File: config.mk
export PLATFORM = sky130hd
export DESIGN_NAME = ghash_accumulator_unit
export DESIGN_NICKNAME = d
export VERILOG_FILES = /design/src/sv/gha_pkg.sv /design/src/sv/ghash_accumulator_unit.sv
export SDC_FILE = /design/constraint.sdc
export NUM_CORES = 2
export LEC_CHECK = 0
export BUFFER_PORTS_ARGS = -buffer_cell sky130_fd_sc_hd__buf_2
export CAP_MARGIN = 10
export CORE_UTILIZATION = 45
export CTS_BUF_LIST = sky130_fd_sc_hd__clkbuf_4 sky130_fd_sc_hd__clkbuf_8
export CTS_CLUSTER_DIAMETER = 40
export DETAILED_ROUTE_END_ITERATION = 8
export PLACE_DENSITY = 0.71
export SKIP_CTS_REPAIR_TIMING = 1
export SLEW_MARGIN = 5
export SYNTH_ARGS = -nofsm -noshare
export SYNTH_HDL_FRONTEND = slang
export SYNTH_SLANG_ARGS = --single-unit
export TNS_END_PERCENT = 50
File: constraint.sdc
create_clock -name clk -period 22.6 [get_ports clk]
set_input_delay 4.52 -clock clk [delete_from_list [all_inputs] [get_ports clk]]
set_output_delay 4.52 -clock clk [all_outputs]
set_load 0.01 [all_outputs]
File: src/sv/gha_pkg.sv
package gha_pkg;

    localparam int unsigned BLOCK_W        = 128;
    localparam int unsigned HALF_W         = 64;
    localparam int unsigned DIGIT_BITS_DEF = 8;
    localparam int unsigned DATA_W         = 64;
    localparam int unsigned ADDR_W         = 4;

    // reduction constant, 0xe1 followed by 120 zero bits
    localparam logic [BLOCK_W-1:0] R_POLY = {8'he1, 120'd0};

    // register select, taken from paddr[3]
    localparam logic REG_KEY_HIGH = 1'b0;
    localparam logic REG_KEY_LOW  = 1'b1;

    typedef enum logic [1:0] {
        ST_IDLE,
        ST_MUL,
        ST_HOLD
    } state_t;

endpackage

File: src/sv/ghash_accumulator_unit.sv
// channel   | valid         | stall         | payload
// ----------+---------------+---------------+----------------------------------
// block     | block_valid   | block_stall   | block_high, block_low, restart
// digest    | digest_valid  | digest_stall  | digest_high, digest_low
// config    | apb write     | pready = 1    | paddr, pwdata (key high 0, low 8)
//
// each transaction runs through the digit-serial gf(2^128) multiplier, which absorbs
// DIGIT_BITS operand bits a cycle (8-bit digit by default)
// a new block is taken in the cycle the multiplier hands its product to the output register
// while the output register is full at the end of a product, the block side stalls
// reset clears the hash key, the accumulator and all handshake state

module ghash_accumulator_unit #(
    parameter int unsigned DIGIT_BITS = gha_pkg::DIGIT_BITS_DEF
) (
    input  logic                        clk,
    input  logic                        rst_n,

    input  logic                        block_valid,
    output logic                        block_stall,
    input  logic [gha_pkg::HALF_W-1:0]  block_high,
    input  logic [gha_pkg::HALF_W-1:0]  block_low,
    input  logic                        restart,

    output logic                        digest_valid,
    input  logic                        digest_stall,
    output logic [gha_pkg::HALF_W-1:0]  digest_high,
    output logic [gha_pkg::HALF_W-1:0]  digest_low,

    input  logic                        psel,
    input  logic                        penable,
    input  logic                        pwrite,
    input  logic [gha_pkg::ADDR_W-1:0]  paddr,
    input  logic [gha_pkg::DATA_W-1:0]  pwdata,
    output logic [gha_pkg::DATA_W-1:0]  prdata,
    output logic                        pready
);

    localparam int unsigned NUM_DIGITS = (gha_pkg::BLOCK_W + DIGIT_BITS - 1) / DIGIT_BITS;
    localparam int unsigned CNT_W      = (NUM_DIGITS > 1) ? $clog2(NUM_DIGITS) : 1;

    gha_pkg::state_t                state_reg, state_next;

    logic [gha_pkg::HALF_W-1:0]     key_high_reg;
    logic [gha_pkg::HALF_W-1:0]     key_low_reg;

    logic [gha_pkg::BLOCK_W-1:0]    y_reg;
    logic [gha_pkg::BLOCK_W-1:0]    a_reg, a_next;
    logic [gha_pkg::BLOCK_W-1:0]    v_reg, v_next;
    logic [gha_pkg::BLOCK_W-1:0]    z_reg, z_next;
    logic [CNT_W-1:0]               cnt_reg;

    logic                           digest_valid_reg;
    logic [gha_pkg::BLOCK_W-1:0]    digest_reg;

    logic                           last_digit;
    logic                           out_free;
    logic                           block_acc;
    logic                           step;
    logic                           load_from_mul;
    logic                           load_from_y;
    logic [gha_pkg::BLOCK_W-1:0]    y_src;
    logic                           cfg_wr;

    // apb port
    assign pready = 1'b1;
    assign cfg_wr = psel & penable & pwrite;
    assign prdata = (paddr[3] == gha_pkg::REG_KEY_LOW) ? key_low_reg : key_high_reg;

    always_ff @(posedge clk or negedge rst_n)
    begin
        if (!rst_n)
        begin
            key_high_reg <= '0;
            key_low_reg  <= '0;
        end
        else if (cfg_wr)
        begin
            unique case (paddr[3])
                gha_pkg::REG_KEY_HIGH: key_high_reg <= pwdata;
                gha_pkg::REG_KEY_LOW:  key_low_reg  <= pwdata;
                default:               key_high_reg <= key_high_reg;
            endcase
        end
    end

    // one digit of the multiplier
    always_comb
    begin
        z_next = z_reg;
        v_next = v_reg;
        for (int unsigned d = 0; d < DIGIT_BITS; d++)
        begin
            if (a_reg[gha_pkg::BLOCK_W-1-d])
                z_next = z_next ^ v_next;
            v_next = {1'b0, v_next[gha_pkg::BLOCK_W-1:1]}
                     ^ (v_next[0] ? gha_pkg::R_POLY : '0);
        end
        a_next = a_reg << DIGIT_BITS;
    end

    assign last_digit = (cnt_reg == CNT_W'(NUM_DIGITS - 1));
    assign out_free   = ~digest_valid_reg | ~digest_stall;
    assign block_acc  = block_valid & ~block_stall;
    assign y_src      = (state_reg == gha_pkg::ST_IDLE) ? y_reg : z_next;

    // next state
    always_comb
    begin
        state_next = state_reg;
        unique case (state_reg)
            gha_pkg::ST_IDLE:
            begin
                if (block_valid)
                    state_next = gha_pkg::ST_MUL;
            end
            gha_pkg::ST_MUL:
            begin
                if (last_digit)
                begin
                    if (!out_free)
                        state_next = gha_pkg::ST_HOLD;
                    else if (block_valid)
                        state_next = gha_pkg::ST_MUL;
                    else
                        state_next = gha_pkg::ST_IDLE;
                end
            end
            gha_pkg::ST_HOLD:
            begin
                if (out_free)
                    state_next = gha_pkg::ST_IDLE;
            end
            default: state_next = gha_pkg::ST_IDLE;
        endcase
    end

    // control outputs
    always_comb
    begin
        block_stall   = 1'b1;
        step          = 1'b0;
        load_from_mul = 1'b0;
        load_from_y   = 1'b0;
        unique case (state_reg)
            gha_pkg::ST_IDLE:
            begin
                block_stall = 1'b0;
            end
            gha_pkg::ST_MUL:
            begin
                step          = 1'b1;
                load_from_mul = last_digit & out_free;
                block_stall   = ~(last_digit & out_free);
            end
            gha_pkg::ST_HOLD:
            begin
                load_from_y = out_free;
            end
            default: block_stall = 1'b1;
        endcase
    end

    always_ff @(posedge clk or negedge rst_n)
    begin
        if (!rst_n)
            state_reg <= gha_pkg::ST_IDLE;
        else
            state_reg <= state_next;
    end

    always_ff @(posedge clk or negedge rst_n)
    begin
        if (!rst_n)
        begin
            y_reg   <= '0;
            cnt_reg <= '0;
        end
        else
        begin
            if (step && last_digit)
                y_reg <= z_next;
            if (block_acc)
                cnt_reg <= '0;
            else if (step)
                cnt_reg <= cnt_reg + CNT_W'(1);
        end
    end

    // multiplier datapath
    always_ff @(posedge clk)
    begin
        if (block_acc)
        begin
            a_reg <= (restart ? '0 : y_src) ^ {block_high, block_low};
            v_reg <= {key_high_reg, key_low_reg};
            z_reg <= '0;
        end
        else if (step)
        begin
            a_reg <= a_next;
            v_reg <= v_next;
            z_reg <= z_next;
        end
    end

    // output register
    always_ff @(posedge clk or negedge rst_n)
    begin
        if (!rst_n)
            digest_valid_reg <= 1'b0;
        else if (load_from_mul || load_from_y)
            digest_valid_reg <= 1'b1;
        else if (!digest_stall)
            digest_valid_reg <= 1'b0;
    end

    always_ff @(posedge clk)
    begin
        if (load_from_mul)
            digest_reg <= z_next;
        else if (load_from_y)
            digest_reg <= y_reg;
    end

    assign digest_valid = digest_valid_reg;
    assign digest_high  = digest_reg[gha_pkg::BLOCK_W-1:gha_pkg::HALF_W];
    assign digest_low   = digest_reg[gha_pkg::HALF_W-1:0];

    a_start_mul: assert property (@(posedge clk) disable iff (!rst_n)
        block_acc |=> state_reg == gha_pkg::ST_MUL)
        else $error("block taken without starting the multiplier");

    a_hold_full: assert property (@(posedge clk) disable iff (!rst_n)
        state_reg == gha_pkg::ST_HOLD |-> digest_valid_reg)
        else $error("holding a product while the output register is empty");

    a_enter_hold: assert property (@(posedge clk) disable iff (!rst_n)
        (state_reg == gha_pkg::ST_MUL && last_digit && digest_valid_reg && digest_stall)
        |=> state_reg == gha_pkg::ST_HOLD)
        else $error("finished product lost while output stalled");

    a_no_load_while_busy: assert property (@(posedge clk) disable iff (!rst_n)
        (load_from_mul || load_from_y) |-> out_free)
        else $error("output register overwritten");

endmodule

==> impl_metrics.yaml <==
route:
  drt_iter0_markers: 5489
  viasPerCell: 5.49
  ant_nets: 0
  wire_per_inst_um: 21.3
  drc: 0
  dr.pass1.iters: 6
  routed_wl_um: 159000
  via_count: 40788
global_route:
  grt_usage_pct: 28.3
  grt_max_degree: 191
  antenna_found_initial: 18
  grt_pass1_wl_um: 240000
  grt_pass1_vias: 38133
  grt_overflow: 0
synth:
  ys_types: 62
  synth-seq-area-share_pct: 42.3
  synth_warnings: 0
  synthTopCellsByArea: "edfxtp_1, nand2_1, xnor2_1"
  synth_enable_flop_cells: 384
  synth_nets: 5962
  synthTopCellsByCount: "nand2_1, xnor2_1, edfxtp_1, clkbuf_1, a21oi_1"
  synth_top_area_share_pct: 23.6
  ys_ff_latch: 775
  syn_area_mm2: 0.0489
  synthCells: 5757
  yosys.area.top_type: "edfxtp_1"
  synth_most_common_cell: "nand2_1"
  syn_avg_cell_area_um2: 8.49
  synth_ff_type: "edfxtp_1"
  async_flop_share_pct: 33.9
floorplan:
  die_area_mm2: 0.110
  io_pins: 399
  rows: 120
  core-area_mm2: 0.107
  initial_core_util_pct: 45.5
  die_x_um: 332
  die_h_um: 332
sta:
  tns_ns: 0
  tightest_slew_ns: 1.25
  max_freq_mhz: 93.8
  slew_violations: 0
  max_slew_margin_pct: 16.7
  finalHoldViolations: 0
  rsz0062_at_grt: "no"
  setup_violations: 0
  min_period_ns: 10.67
  fin_crit_sh_pct: 47.2
  whs_ns: 0.467
  fin_skew_ns: 0.0533
clock_tree:
  clockRootBuffer: "clkbuf_8"
  cts_inserted_buffers: 152
  path_clk_slew_ns: 0.05
  cts_tree: "yes"
  clockBufferDepth: 3
  htreeDepth: 4
  cts.sinks: 775
  worstSkewPairLatency_ns: 0.86
setup_path:
  required_ns: 18.08
  cp-end-kind: "output port"
  r2r_start: "state_reg[1]"
  arrival_ns: 6.15
  cp-startpoint: "paddr[3]"
  worstSetupPathType: "primary input to output port"
  cp_max_fo: 61
  start_kind: "primary input"
placement:
  io_buffers: 394
  placed_area_mm2: 0.0512
  hpwl_um: 104000
  place.gp.congestion: 0.902
finish:
  area_delta_synth_final_pct: 11.8
  nets: 6096
  finalInstanceArea_mm2: 0.0547
  drive_above_1_share_pct: 15.5
status:
  status: "finished clean"
run:
  drv_cap: 0
worst_hold_path:
  hold_class: "flip-flop to flip-flop"
  min-delay-start: "z_reg[23]"
-- path summary, 6_finish.rpt --
check                                   end  slack, ns  depth (start not counted)
setup / recovery                 prdata[62]      11.93                          4
hold / removal                    z_reg[23]       0.47                          2
setup reg to reg                  y_reg[11]      18.01                          7
hold reg to reg                   z_reg[23]       0.47                          2
max in group asynchronous  key_high_reg[35]      16.54                          3
min in group asynchronous         y_reg[75]       3.65                          1
-- logic make-up after synthesis --
group | after synthesis | share of synthesized area, %
compound gates | 446 | 4.83
xor+xnor | 1042 | 22.4
fa+ha+maj | 1 | 0.0256
buf+inv | 471 | 3.95
flops | 775 | 42.3
mux | 193 | 4.44
other cells | 1 | 0.00767
simple gates | 2828 | 22.0
-- cells in the final DEF (no fill, tap or decap), types with 56 or more instances in the layout --
master,instances
clkbuf_8,174
mux2_2,192
dfxtp_1,128
a21oi_1,269
edfxtp_1,384
xor2_1,144
xnor3_1,125
xnor2_1,763
nand2_1,2720
o21ai_1,71
dfrtp_1,263
buf_2,391
o21ai_0,69
nor2_1,56
-- layer usage --
metal	track usage [%]	part of all wire, %	vias up
met4	9.19	2.9	16
met1	39.5	41	19686
li1	-	-	18523
met5	0	0.059	-
met2	42.0	44	2263
met3	8.40	13	300
-- stage by stage --
step,instances,worst slack (ns),utilization (%)
final,7431,11.93,50.9
after global routing,7427,11.93,50.9
after CTS,7425,11.97,50.9
after detailed placement,7140,11.98,47.7
after global placement,7140,11.98,47.7
after floorplan,5757,11.24,-
-- critical path: stages --
cell	delay, ns
buf_4	0.14
buf_4	0.74
mux2_2	0.47
buf_2	0.15
-- layout make-up --
type | instances | area [um2]
antenna | 6 | 15.0
clock buffer | 219 | 2730
clock inverter | 66 | 719
fill | 9803 | 52700
inverter | 6 | 22.5
multi-input combinational | 4511 | 26300
sequential | 775 | 20700
tap | 1403 | 1760
timing repair buffer | 445 | 2380
Power is left out: the tool's default activity adds up to more than one toggle a clock period on the data nets, which glitch-free logic cannot reach.
